`config.mk`:
```
export PLATFORM = sky130hd
export DESIGN_NAME = swkth_ring
export DESIGN_NICKNAME = d
export VERILOG_FILES = /design/src/rtl/swkth_pkg.sv /design/src/rtl/swkth_ring.sv
export SDC_FILE = /design/constraint.sdc
export NUM_CORES = 2
export LEC_CHECK = 0
export BUFFER_PORTS_ARGS = -buffer_cell sky130_fd_sc_hd__buf_2
export CAP_MARGIN = 20
export CORE_MARGIN = 5
export CORE_UTILIZATION = 56
export CTS_BUF_LIST = sky130_fd_sc_hd__clkbuf_8
export CTS_CLUSTER_DIAMETER = 30
export DETAILED_ROUTE_END_ITERATION = 8
export GPL_TIMING_DRIVEN = 0
export PLACE_DENSITY = 0.75
export SETUP_SLACK_MARGIN = 0.2
export SLEW_MARGIN = 20
export SYNTH_ARGS = -nofsm -noshare
export SYNTH_HDL_FRONTEND = slang
export SYNTH_SLANG_ARGS = --single-unit
```
`constraint.sdc`:
```
create_clock -name clock -period 4.6 [get_ports clock]
set_input_delay 0.69 -clock clock [delete_from_list [all_inputs] [get_ports clock]]
set_output_delay 0.69 -clock clock [all_outputs]
set_load 0.02 [all_outputs]
```
`src/rtl/swkth_pkg.sv`:
```
// Shared types and constants of the sliding-window rank-order filter.
package swkth_pkg;

   localparam int WINDOW_MAX = 64;
   localparam int VALUE_W    = 32;
   localparam int RANK_W     = 7;
   localparam int CFG_W      = 7;
   localparam int CNT_W      = $clog2(WINDOW_MAX + 1);
   localparam int PTR_W      = $clog2(WINDOW_MAX);
   localparam int SEL_W      = (CNT_W > RANK_W) ? CNT_W : RANK_W;
   localparam int GROUP_SIZE = 8;
   localparam int GROUPS     = (WINDOW_MAX + GROUP_SIZE - 1) / GROUP_SIZE;
   localparam int LEN_RESET  = (WINDOW_MAX < 64) ? WINDOW_MAX : 64;

   typedef logic signed [VALUE_W-1:0] value_type;
   typedef value_type [WINDOW_MAX-1:0] window_type;

   typedef struct packed {
      logic signed [VALUE_W-1:0] sample;
      logic [RANK_W-1:0]         rank;
   } req_type;

   typedef struct packed {
      logic signed [VALUE_W-1:0] selected_value;
      logic                      rank_invalid;
   } rsp_type;

   // per-cell control from the window bookkeeping
   typedef struct packed {
      logic load;    // an item is accepted this cycle
      logic del_en;  // window full: drop one copy of the oldest sample
      logic live;    // cell lies below the top slot after compaction
      logic top;     // cell is the top slot after compaction
   } cell_ctrl_type;

endpackage

```
`src/rtl/swkth_ring.sv`:
```
// Sample ring: remembers arrival order so the oldest value is known on eviction.
module swkth_ring (
   input  logic                           clock,
   input  logic                           wr_en,
   input  logic [swkth_pkg::PTR_W-1:0]    wr_addr,
   input  swkth_pkg::value_type           wr_data,
   input  logic [swkth_pkg::PTR_W-1:0]    rd_addr,
   output swkth_pkg::value_type           rd_data
);
   import swkth_pkg::*;

   value_type mem [WINDOW_MAX];
   value_type rd_data_ff;

   always_ff @(posedge clock) begin
      if (wr_en) begin
         mem[wr_addr] <= wr_data;
      end
   end

   // write-through when the slot being read is written in the same cycle
   always_ff @(posedge clock) begin
      if (wr_en && (wr_addr == rd_addr)) begin
         rd_data_ff <= wr_data;
      end else begin
         rd_data_ff <= mem[rd_addr];
      end
   end

   assign rd_data = rd_data_ff;

endmodule

```
# Word-level counts from Yosys, hierarchy flattened
# Memory sizes are Yosys's and may differ from the RTL's. A register that Yosys moved wholly into a read port is not among the register bits.
# Cells that the tools add are included.
# word_totals
reg_bits	0
elab_cells	3
mem_count	1
out_inout_bits	32
ram_bits	2048
# op_classes
n_mux	2
# memory_table
name	depth	width	read_ports	rd_ports_with_merged_regs	write_ports	line_no	text
mem	64	32	1	1	1	swkth_ring.sv:12	value_type mem [WINDOW_MAX];
# ops
cell	count
1-bit two-way mux	2

# Longest topological paths before layout
# depth
word_depth	2
depth_mapped	10
mapped_depth_nobuf	5

# Least setup slack after synthesis
# Ideal clock, no wire load.
# synth_path
path_type	input-to-reg
startpoint	in wr_addr[3] in the netlist's numbering
endpoint	mem mem[48][0] in the netlist's numbering, enable pin
n_path_buf	1
t_required_ns	4.139
path_slack_ns	0.750
arrival_ns	3.389
stages	4
cell_sequence	clkbuf_1 nor2b_1 nand4b_1 nor3_1
# synth_lines
item	line_no	text
start, declared	swkth_ring.sv:5	input logic [swkth_pkg::PTR_W-1:0] wr_addr,
end, declared	swkth_ring.sv:12	
# Straight into the memory's write port.

==> impl_summary.txt <==
----------------------------------------------------
[Global route]
  Number of antenna violations at the first check in global routing ... 10
  Vias in the first global route ... 42100
  First-pass GRT wire length ... 330 mm
  Largest net degree at the start of global routing ... 65
  Congestion Overflow GR ... 0
  Global Route Usage Sum ... 0.331

[Finish]
  Layout cells sized above 1 ... 0.398
  Commonest cells after routing, fill and taps aside ... 2048 x sky130_fd_sc_hd__edfxtp_1, 544 x sky130_fd_sc_hd__mux4_2, 395 x sky130_fd_sc_hd__clkbuf_8
  Final Util ... 0.679
  Largest register FFs ... 2048
  Final non-filler cell area ... approximately 94000 um^2
  Number of nets in the layout ... approximately 4000
  Register ranked first by flip-flop count ... mem
  Layout Area Growth over Synthesis ... 21.0%
  Largest registers in the final layout ... mem (2048)
  Most frequent standard cell in the layout excluding fill and tap cells ... sky130_fd_sc_hd__edfxtp_1

[Route]
  Number of DRC markers after the initial detailed-route iteration ... between 7000 and 8000
  TritonRoute pass-1 iters ... 9
  Met3 WL post-DR ... 40.0 mm
  Avg WL per Cell ... 40.4 um
  Total number of vias ... 42700
  Length of routed met2 wiring ... ~110 mm
  Vias per cell ... 7.01
  DRC ... 0
  Uppermost metal layer occupied by signal nets ... met5
  Antenna-violating nets left ... 0
  Aggregate routed wire length ... between 200 and 250 mm
  Met1 Wirelength ... 77.0 mm

[Synth]
  Number of warning messages in the yosys log ... 0
  Average instance area after synthesis ... 23.6 um^2
  Gate count of the mapped netlist ... 3298
  Netlist area before placement ... ~78000 um^2
  Unique cell type count in the Yosys netlist ... 34
  Count of state elements after synthesis ... 2054
  Sequential area share after synthesis ... 0.790
  Compound-Gate Fraction of Synth Area ... 0.0168
  Dominant combinational cell family by area after synthesis ... multiplexers
  Synth async-reset ratio ... 0
  Fraction of the mapped netlist area in simple logic gates ... 0.0127
  Parity-gate share of the synthesized area counting xor and xnor cells ... 0
  EDFF count, synth ... between 2000 and 2500
  Leading register cell type out of synthesis ... sky130_fd_sc_hd__edfxtp_1
  Net Count, Synth ... between 3000 and 4000
  Adder and majority cell fraction of the synthesized area ... 0
  Mux cell area share after synthesis ... 0.169

[Worst setup path]
  Crit Path Category ... register to output port
  Max FO, Critical Path ... 10
  Signal arrival time at the worst endpoint ... around 3800 ps
  Capturing element type of the critical path ... output port
  Required time of the critical path ... 3910 ps
  Nature of the critical path startpoint ... register

[Timing]
  Final Hold Slack ... 208 ps
  Worst slew slack as a fraction of its limit ... 0.264
  Slew at the pin with the worst max-slew slack ... 1100 ps
  Fin. max-slew vios ... 0
  Setup repair after global routing missed its margin ... true
  Setup slack after layout ... 134 ps
  Achievable clock frequency ... 224 MHz
  Final Hold Violating Endpoints ... 0
  Clock period minus final worst setup slack ... approximately 4500 ps
  Final setup violation count ... 0
  Final critical-path share of the clock period ... 0.971

[Placed design]
  I/O Buffers ... 72
  Total placed instance area ... between 80000 and 90000 um^2
  Final weighted congestion in routability-driven placement ... 0.883
  HPWL Detailed ... between 150 and 200 mm
  Place WS ... -372 ps

[Power]
  Clock power frac ... 0.425
  Cell internal power dissipation ... 31.1 mW
  Part of the power in combinational logic ... 0.064
  Sequential power share ... 0.511
  Psw ... between 9 and 10 mW
  Worst-case vdd ir drop ... roughly 0.33 mV
  Leakage component of the power ... 30.2 nW
  Sw Share ... 0.234
  Power density relative to cell area ... 430 nW/um^2

[Die]
  Number of placement rows ... 137
  Die span in x ... 383 um
  Die span in y ... 383 um
  Core Footprint ... 139000 um^2
  Number of top-level pins ... 78
  Initial core utilization ... 0.561
  Overall die area ... 147000 um^2

[Clock tree]
  Clk slew on worst S/H paths ... 60 ps
  Maximum number of buffers from clock root to sink ... 4
  Clock tree from TritonCTS ... built
  Buffer type at the clock tree root ... sky130_fd_sc_hd__clkbuf_8
  H-tree level count ... 5
  TritonCTS buffer count ... 377
  Sink count of the clock tree ... 2054

[Run]
  Number of max-capacitance violations reported ... 0

[Status]
  Result of the run ... complete, no violations

[Hold path]
  Worst min-delay path class ... input pin to register

----------------------------------------------------
==> cell usage after synthesis, drive strengths merged, types with 3 or more instances <==
cell,count,share of area
edfxtp,2048,0.79
mux4,544,0.16
nor2,137,0.0066
buf,108,0.0078
mux2i,93,0.012
o22ai,84,0.0067
clkbuf,74,0.0036
a21oi,62,0.0040
o221ai,27,0.0030
nand2,26,0.0013
nor2b,15,0.0012
a22oi,12,0.0012
a311oi,8,0.00090
nand2b,8,0.00064
nor3,7,0.00045
dfxtp,6,0.0015
nand3,5,0.00032
nand3b,5,0.00048
or3b,5,0.00056
a41o,4,0.00051
and3,4,0.00032
o32ai,4,0.00045
or2,3,0.00024
or3,3,0.00024
==> layer usage <==
metal  vias to the layer above  global-route usage
li1                      15600                   -
met3                      1000               0.127
met2                      4344               0.490
met5                         -             0.00364
met1                     21800               0.426
met4                         8               0.185
==> cell families (layout without fill, tap and decap cells) <==
group                  Yosys count  count (layout)
AO/OA/AOI/OAI                  202             202
buffers and inverters          182            1095
flip-flops                    2054            2054
multiplexers                   637             637
other                            0              12
AND/OR/NAND/NOR                223             223
==> path summary, 6_finish.rpt <==
kind,startpoint,endpoint,slack [ps],cells past startpoint
max,register,rd_data[26],130,10
min,wr_data[20],mem[18][20],210,1
==> power by group through the flow <==
stage	registers, mW	logic [mW]	clock network, mW
CTS	20.8	2.38	17.1
global placement	21.2	2.04	0
detailed placement	21.2	2.16	0
finish	20.8	2.58	17.3
floorplan	21.1	1.08	0
global route	20.8	2.61	18.2
==> timing repair <==
action	4_1_cts	5_1_grt
pin swaps	13	12
buffers inserted	5	35
resized for setup	495	109
hold buffers	6	0
gates cloned	0	5
endpoints found under the setup margin	32	31
endpoints found under the hold margin	6	0
==> critical path, stage by stage, from the launching register on <==
cell and delay, ps:
sky130_fd_sc_hd__dfxtp_1 350, sky130_fd_sc_hd__buf_8 200, sky130_fd_sc_hd__buf_8 250, sky130_fd_sc_hd__nand2b_1 170, sky130_fd_sc_hd__buf_4 280, sky130_fd_sc_hd__clkbuf_4 320
sky130_fd_sc_hd__o22ai_1 140, sky130_fd_sc_hd__nor2_2 270, sky130_fd_sc_hd__a21oi_1 140, sky130_fd_sc_hd__nor2_2 340, sky130_fd_sc_hd__buf_2 250
==> final cells by class <==
cell class / instances / area (um^2)
sequential: 2054 / 61600
fill: 7805 / 44700
multi-input combinational: 1062 / 16900
clock buffer: 379 / 5220
timing repair buffer: 258 / 4030
tap: 1876 / 2350
clock inverter: 278 / 2120
buffer: 180 / 2100
antenna: 12 / 30.0
==> through the flow <==
step	power, mW	instances	TNS [ps]
final	40.6	6099	0
after global routing	41.6	6088	0
after CTS	40.3	6047	0
after detailed placement	23.3	5381	-4130
after global placement	23.2	5246	-1957440
after floorplan	22.2	3298	0
No activity file was read; power rests on OpenSTA's default activity.
