### src/rtl/swkth_pkg.sv
// Shared types and constants of the sliding-window rank-order filter.
package swkth_pkg;

   localparam int WINDOW_MAX = 64;
   localparam int VALUE_W    = 32;
   localparam int RANK_W     = 7;
   localparam int CFG_W      = 7;
   localparam int CNT_W      = $clog2(WINDOW_MAX + 1);
   localparam int PTR_W      = $clog2(WINDOW_MAX);
   localparam int SEL_W      = (CNT_W > RANK_W) ? CNT_W : RANK_W;
   localparam int GROUP_SIZE = 8;
   localparam int GROUPS     = (WINDOW_MAX + GROUP_SIZE - 1) / GROUP_SIZE;
   localparam int LEN_RESET  = (WINDOW_MAX < 64) ? WINDOW_MAX : 64;

   typedef logic signed [VALUE_W-1:0] value_type;
   typedef value_type [WINDOW_MAX-1:0] window_type;

   typedef struct packed {
      logic signed [VALUE_W-1:0] sample;
      logic [RANK_W-1:0]         rank;
   } req_type;

   typedef struct packed {
      logic signed [VALUE_W-1:0] selected_value;
      logic                      rank_invalid;
   } rsp_type;

   // per-cell control from the window bookkeeping
   typedef struct packed {
      logic load;    // an item is accepted this cycle
      logic del_en;  // window full: drop one copy of the oldest sample
      logic live;    // cell lies below the top slot after compaction
      logic top;     // cell is the top slot after compaction
   } cell_ctrl_type;

endpackage

### src/rtl/swkth_cell.sv
// One slot of the sorted chain: delete-compact and insert in a single step.
module swkth_cell (
   input  logic                     clock,
   input  swkth_pkg::cell_ctrl_type ctrl,
   input  swkth_pkg::value_type     sample,
   input  swkth_pkg::value_type     oldest,
   input  swkth_pkg::value_type     v_up,    // value of the cell above
   input  swkth_pkg::value_type     w_dn,    // compacted value of the cell below
   input  logic                     gtp_dn,  // cell below shifts up
   output swkth_pkg::value_type     v,
   output swkth_pkg::value_type     w,
   output logic                     gtp
);
   import swkth_pkg::*;

   value_type v_ff;
   value_type v_in;
   logic      ge;

   // first cell >= oldest holds the copy to drop; everything from there moves down
   assign ge  = ctrl.del_en && (v_ff >= oldest);
   assign w   = ge ? v_up : v_ff;
   assign gtp = ctrl.live && (ge ? (v_up > sample) : (v_ff > sample));

   always_comb begin
      if (gtp_dn) begin
         v_in = w_dn;
      end else if (gtp || ctrl.top) begin
         v_in = sample;
      end else begin
         v_in = w;
      end
   end

   always_ff @(posedge clock) begin
      if (ctrl.load) begin
         v_ff <= v_in;
      end
   end

   assign v = v_ff;

endmodule

### config.mk
export PLATFORM = sky130hd
export DESIGN_NAME = swkth_cell
export DESIGN_NICKNAME = d
export VERILOG_FILES = /design/src/rtl/swkth_pkg.sv /design/src/rtl/swkth_cell.sv
export SDC_FILE = /design/constraint.sdc
export NUM_CORES = 1
export LEC_CHECK = 0
export BUFFER_PORTS_ARGS = -buffer_cell sky130_fd_sc_hd__clkbuf_2
export CORE_MARGIN = 5
export CORE_UTILIZATION = 53
export DETAILED_ROUTE_END_ITERATION = 8
export MAX_ROUTING_LAYER = met4
export PLACE_DENSITY = 0.89
export SYNTH_ARGS = -nofsm -noshare
export SYNTH_HDL_FRONTEND = slang
export SYNTH_SLANG_ARGS = --single-unit
### constraint.sdc
create_clock -name clock -period 14.6 [get_ports clock]
set_input_delay 4.38 -clock clock [delete_from_list [all_inputs] [get_ports clock]]
set_output_delay 4.38 -clock clock [all_outputs]
set_load 0.05 [all_outputs]
# --- Yosys cells after proc, flatten, opt, wreduce, memory -nomap -nowiden ---
# Cells that the tools add are included.
word_totals:
  output_inout_bits: 65
  reg_bits: 32
classes:
  n_lt_le_gt_ge: 3
  reduce_logical: 3
  mux: 4
op_table:
  columns: ["operator", "count"]
  rows:
  - ["two-way mux 32 bit", 3]
  - ["> comparator 32 bit", 2]
  - [">= comparator 32 bit", 1]
  - ["logical AND 1 bit", 2]
  - ["logical OR 1 bit", 1]
  - ["two-way mux 1 bit", 1]

# --- Longest topological paths before layout ---
# Gate-level depths: netlist (run 1).
logic_depth:
  depth_word: 7
  ltp_mapped: 12
  mapped_depth_nobuf: 11

# --- Least setup slack after synthesis (run 1) ---
# Ideal clock, no wire load.
synth_timing:
  path_kind: "input-to-output"
  start: "in oldest[7]"
  end: "out w[0]"
  arrival_time_ns: 7.150
  n_path_buf: 1
  stages: 10
  path_slack_ns: 3.070
  t_required_ns: 10.220
  cell_sequence: "inv_1 -> ha_1 -> a21oi_1 -> o21ai_0 -> a221o_1 -> o31a_1 -> o21bai_1 -> nand2_1 -> buf_2 -> o21ai_0"
synth_via:
  elab_chain_cells: 3
synth_rtl:
  columns: ["item", "line_no", "rtl"]
  rows:
  - ["start: declaration", "swkth_cell.sv:6", "input swkth_pkg::value_type oldest,"]
  - [">= comparator 32 bit", "swkth_cell.sv:21", "assign ge = ctrl.del_en && (v_ff >= oldest);"]
  - ["logical AND 1 bit", "swkth_cell.sv:21", null]
  - ["two-way mux 32 bit", "swkth_cell.sv:22", "assign w = ge ? v_up : v_ff;"]
  - ["end: declaration", "swkth_cell.sv:11", "output swkth_pkg::value_type w,"]
# Every way passes these cells.

# --- Worst setup path in the final report (run 1) ---
layout_timing:
  start: "in oldest[31]"
  end: "out w[25]"
# Same word-level chain as after synthesis.

==> results of run 1 <==
-- power by group --
part	switching [mW]	internal, mW	leakage [nW]
logic	0.170	0.0874	2.67
registers	0.0104	0.112	0.318
clock network	0.0371	0.0316	0.0391
total	0.218	0.231	3.03
-- kinds of logic after synthesis --
logic type,Yosys count
compound gates,117
simple gates,105
fa+ha+maj,96
buf+inv,80
mux,67
flops,32
-- area by class of cell --
type | count | share of cell area, %
multi-input combinational | 385 | 56.3
clock inverter | 2 | 0.135
inverter | 67 | 4.53
tap | 105 | 2.36
timing repair buffer | 200 | 18.1
sequential | 32 | 17.3
clock buffer | 5 | 1.24
-- per-stage QoR --
step	hold WS (ns)	cells	power (mW)	setup WS, ns
finish	0.875	796	0.449	2.85
global route	0.916	796	0.475	2.72
CTS	0.871	796	0.448	2.88
detailed placement	0.854	789	0.380	2.88
global placement	0.833	789	0.370	2.99
floorplan	1.42	497	0.309	3.07
-- synthesized netlist by cell type, drive strengths merged (2+ instances only) --
cell type	n	area, µm²
ha	96	1200
inv	67	251
nand2	57	214
o21ai	46	230
a21oi	44	224
mux2i	35	350
edfxtp	32	961
mux2	32	360
nand4	21	144
a21o	8	60.1
buf	7	63.8
clkbuf	6	22.5
nand3	6	35.0
nor2	4	15.0
o211ai	4	30.0
nor2b	3	18.8
nor3	3	15.0
nor4	3	25.0
a2111oi	2	17.5
a211oi	2	15.0
o21a	2	15.0
or4	2	15.0
-- per-layer routing --
metal / GRT usage [%] / part of all wire, % / vias up / routed length [µm]
li1: - / - / 2219 / -
met4: 12.5 / 3.6 / 0 / 516
met5: - / 0 / - / 0
met1: 30.7 / 39 / 2170 / 5560
met3: 3.79 / 6.9 / 48 / 996
met2: 49.7 / 51 / 196 / 7270
-- worst max path at each step --
stage	depth (start not counted)	slack, ns	to
floorplan	10	3.07	w[0]
global placement	12	2.99	w[20]
detailed placement	12	2.88	w[16]
CTS	12	2.88	w[16]
global route	12	2.72	w[24]
finish	12	2.85	w[25]
-- worst min-delay path, cell delays in order, from the launching register on --
cell and delay [ns]:
edfxtp_1 0.41, mux2_2 0.19, mux2i_1 0.07, o21ai_1 0.11
==> flow_metrics.py, run 1 <==
metrics = {
    "critical_path": {
        "start_kind": "input pin",
        "startpoint": "oldest[31]",
        "timing.rr.start": "v[31]",
        "reg2reg_slack_ns": 10.35,
        "crit_family": "multiplexers",
        "critical_path_class": "input pin to primary output",
        "critPathSlowestCell": "buf_4",
        "arrival_ns": 7.37,
        "ff2ff_path_depth": 10,
        "path_buf_inv": 4,
        "worstPathMaxFanout": 25,
        "crit_path_cell_trace": "clkbuf_2 -> inv_1 -> ha_1 -> nand4_2 -> nor4_2 -> a21oi_1 -> o211ai_1 -> mux2_2 -> nand2_1 -> buf_4 -> mux2_2 -> clkbuf_2",
        "critPathCaptureType": "primary output",
        "critical_path_required_ns": 10.22,
        "critical-path-max-stage-delay_ns": 0.42,
        "reg2reg_to": "v[8]",
    },
    "route": {
        "drc_errors": 0,
        "routed_wl_mm": 14.3,
        "final_antenna_net_count": 0,
        "wl_per_cell_um": 18.0,
        "firstDrtPassIters": 4,
        "post_drt_via_cell_ratio": 5.82,
        "vias": 4633,
        "drt_iter0_markers": 169,
    },
    "timing": {
        "finalClockSkew_ns": 0.00870,
        "hold_viol_final": 0,
        "max_freq_ghz": 0.0851,
        "maxSlewViolCount": 0,
        "rsz0062_at_grt": "no",
        "fin_crit_ns": 11.75,
        "fin_setup_tns_ns": 0,
        "tightest_slew_ns": 1.21,
        "finalCritPeriodShare_pct": 80.5,
        "finalSetupViolCount": 0,
        "max-slew-margin-rel_pct": 19.3,
    },
    "yosys": {
        "synthCells": 497,
        "synth_top_family_by_area": "adder cells",
        "synthMuxAreaShare_pct": 16.0,
        "yosys.area_share.simple_pct": 11.9,
        "synth_edf_count": 32,
        "synth_xor_area_share_pct": 0,
        "synth-warning-count": 0,
        "yosysSeqAreaShare_pct": 21.7,
        "avgSynthCellArea_um2": 8.91,
        "async_flop_share_pct": 0,
        "syn-num-nets": 727,
        "ys_seq_elements": 32,
        "synth_compound_area_share_pct": 15.6,
        "synth_fa_ha_area_share_pct": 27.1,
        "synth-main-ff-cell": "edfxtp_1",
        "synth.cell_area_um2": 4430,
        "synth_cell_types": 44,
    },
    "final_layout": {
        "fin_util_pct": 68.0,
        "antennaDiodeCount": 0,
        "final_cell_mix": "198 x clkbuf_2, 96 x ha_1, 67 x inv_1, 57 x nand2_1, 43 x a21oi_1",
        "drive_above_1_share_pct": 35.5,
        "regArea_um2": 961,
        "nets": 921,
        "largest_register_ffs": 32,
        "layout_commonest_cell": "clkbuf_2",
        "num-fill-cells": 662,
        "multi_input_area_um2": 3130,
        "syn_to_final_growth_pct": 25.5,
        "final_area_um2": 5560,
    },
    "clock_tree": {
        "cts_htree_levels": 2,
        "cts_hold_buffers": 0,
        "cts-resized-gates": 0,
        "cts_tree": "yes",
        "insertion_delay_ns": 0.30,
        "cts.sinks": 32,
        "numCtsBuffers": 5,
        "post_cts.repair.setup_buffers": 0,
        "cts_buffer_depth": 2,
        "clk_pin_slew_ns": 0.07,
        "root_buffer": "clkbuf_8",
    },
    "place": {
        "port_buffers": 198,
        "place_hpwl_mm": 11.9,
        "placed_cell_area_um2": 5480,
        "gp_congestion": 0.893,
    },
    "worst_hold_path": {
        "hold_end": "v[23]",
        "hp-class": "register to register",
        "whs_path_depth": 3,
        "holdCritStartpoint": "v[23]",
    },
    "grt": {
        "grt_pass1_vias": 4931,
        "grt_start_max_net_pins": 65,
        "grt_overflow_total": 0,
        "grt.total_usage_pct": 27.9,
        "antenna_found_initial": 0,
        "grt_pass1_wl_mm": 22.2,
    },
    "power": {
        "power_density_nw_per_um2": 80.8,
        "leakage_nw": 3.03,
        "vdd_drop_max_mv": 0.0572,
    },
    "die": {
        "start_util_pct": 54.2,
        "core_area_um2": 8180,
        "row_count": 33,
        "die_h_um": 101,
        "die-area_um2": 10300,
        "io_pins": 199,
        "die_x_um": 101,
    },
    "outcome": {
        "outcome": "complete, no violations",
    },
    "job": {
        "drv_cap": 0,
    },
}
Power figures use the tool's default switching activity.
==> run 2, diff against run 1 <==
Settings changed: CORE_UTILIZATION 53 to 49, PLACE_DENSITY 0.89 to 0.83.
Clock period 14.6 ns to 12.3 ns, I/O delays scaled along.
==> run 2 against run 1 <==
Non-clock buffer count up 1. Register-to-register slack got worse by 2.0 ns. Sequential share of layout area decreased by 0.13 points. Global-route usage decreased by 3.5 points. Core utilization is 4.1 points lower.
==> flow_metrics.py, run 2 (synthesis results as in run 1) <==
metrics = {
    "outcome": {
        "outcome": "complete, no violations",
    },
    "critical_path": {
        "ff2ff_path_depth": 11,
        "path_buf_inv": 4,
        "crit_family": "simple AND/OR/NAND/NOR gates",
        "reg2reg_to": "v[12]",
        "critPathCaptureType": "primary output",
        "critical-path-max-stage-delay_ns": 0.57,
        "arrival_ns": 6.93,
        "critical_path_class": "input pin to primary output",
        "critPathSlowestCell": "nand2_1",
        "reg2reg_slack_ns": 8.38,
        "critPathCapture": "w[1]",
        "startpoint": "oldest[31]",
        "crit_path_cell_trace": "clkbuf_2 -> inv_1 -> ha_1 -> nand4_2 -> nor4_2 -> a21oi_1 -> o211ai_1 -> mux2_2 -> nand2_1 -> buf_4 -> mux2_2 -> clkbuf_2",
        "critical_path_required_ns": 8.61,
        "crit_cells": 12,
        "timing.rr.start": "v[31]",
        "worstPathMaxFanout": 17,
        "start_kind": "input pin",
    },
    "route": {
        "routed_wl_mm": 13.6,
        "drc_errors": 0,
        "drt_iter0_markers": 174,
        "wl_per_cell_um": 17.0,
        "firstDrtPassIters": 5,
        "vias": 4490,
        "final_antenna_net_count": 0,
        "post_drt_via_cell_ratio": 5.61,
    },
    "die": {
        "row_count": 34,
        "core_area_um2": 8760,
        "io_pins": 199,
        "start_util_pct": 50.5,
        "die-area_um2": 11000,
        "die_h_um": 105,
        "die_x_um": 105,
    },
    "clock_tree": {
        "post_cts.repair.setup_buffers": 0,
        "insertion_delay_ns": 0.29,
        "clk_pin_slew_ns": 0.08,
        "cts.sinks": 32,
        "cts-resized-gates": 0,
        "cts_htree_levels": 2,
        "cts_tree": "yes",
        "numCtsBuffers": 5,
        "cts_hold_buffers": 0,
        "cts_buffer_depth": 2,
        "root_buffer": "clkbuf_8",
    },
    "place": {
        "port_buffers": 198,
        "place_hpwl_mm": 11.6,
        "pre_cts_ws_ns": 1.66,
        "gp_congestion": 0.933,
    },
    "timing": {
        "tightest_slew_ns": 0.917,
        "finalCritPeriodShare_pct": 86.4,
        "finalSetupViolCount": 0,
        "fin_setup_tns_ns": 0,
        "finalClockSkew_ns": 0.00603,
        "hold_viol_final": 0,
        "max_freq_ghz": 0.0942,
        "fin_crit_ns": 10.62,
        "max-slew-margin-rel_pct": 38.9,
        "rsz0062_at_grt": "no",
        "maxSlewViolCount": 0,
        "layout_setup_ws_ns": 1.68,
    },
    "grt": {
        "grt_pass1_vias": 4745,
        "antenna_found_initial": 0,
        "grt_overflow_total": 0,
        "grt.total_usage_pct": 24.4,
        "grt_pass1_wl_mm": 21.9,
        "grt_start_max_net_pins": 65,
    },
    "final_layout": {
        "num-fill-cells": 765,
        "drive_above_1_share_pct": 35.6,
        "antennaDiodeCount": 0,
        "nets": 922,
        "layout_commonest_cell": "clkbuf_2",
        "final_cell_mix": "198 x clkbuf_2, 96 x ha_1, 67 x inv_1, 57 x nand2_1, 43 x a21oi_1",
        "largest_register_ffs": 32,
        "syn_to_final_growth_pct": 26.4,
    },
    "worst_hold_path": {
        "whs_path_depth": 3,
        "hp-class": "register to register",
    },
    "job": {
        "drv_cap": 0,
    },
    "power": {
        "vdd_drop_max_mv": 0.0756,
        "leakage_nw": 3.05,
        "power_density_nw_per_um2": 98.5,
    },
}
## run 2: layout make-up
cell class	count	area [µm²]	area share [%]
Sequential cell	32	961	17.2
Inverter	67	251	4.49
Timing Repair Buffer	201	1010	18.1
Clock inverter	3	37.5	0.671
Multi-Input combinational cell	385	3130	55.9
Tap cell	108	135	2.41
Clock buffer	5	68.8	1.23
## run 2: report_power, final
part	switching [mW]	leakage, nW	internal, mW
sequential	0.0121	0.318	0.133
clock	0.0448	0.0532	0.0591
combinational	0.199	2.68	0.103
## run 2: how the worst min path moves through the flow
stage	to	startpoint	slack [ns]
after global placement	v[22]	v[22]	0.84
final	v[26]	v[26]	0.87
after detailed placement	v[21]	v[21]	0.85
after global routing	v[27]	v[27]	0.91
after CTS	v[26]	v[26]	0.87
after floorplan	v[1]	v[1]	1.42
## run 2: stage by stage
step / std cells / power (mW) / hold slack [ns] / utilization, % / cell area (µm²)
floorplan: 497 / 0.366 / 1.42 / - / 4430
global placement: 793 / 0.441 / 0.841 / 62.7 / 5490
detailed placement: 793 / 0.449 / 0.849 / 62.7 / 5490
CTS: 801 / 0.554 / 0.871 / 63.9 / 5600
global route: 801 / 0.585 / 0.912 / 63.9 / 5600
finish: 801 / 0.552 / 0.875 / 63.9 / 5600
## run 2: per-layer routing
| metal | GRT usage (%) | vias to the layer above | wire, µm |
|---|---|---|---|
| li1 | - | 2225 | - |
| met3 | 4.25 | 24 | 873 |
| met1 | 27.9 | 2076 | 5560 |
| met2 | 43.5 | 165 | 6860 |
| met5 | - | - | 0 |
| met4 | 7.21 | 0 | 316 |
## run 2: worst register-to-register path, delay by kind of cell, from the launching register on
kind,cells,cell delay (ns)
AND/OR/NAND/NOR,3,1.10
adder cells (fa/ha/maj),1,0.40
buffers and inverters,1,0.39
flip-flops,1,0.48
AO/OA/AOI/OAI,3,0.35
multiplexers,3,0.96
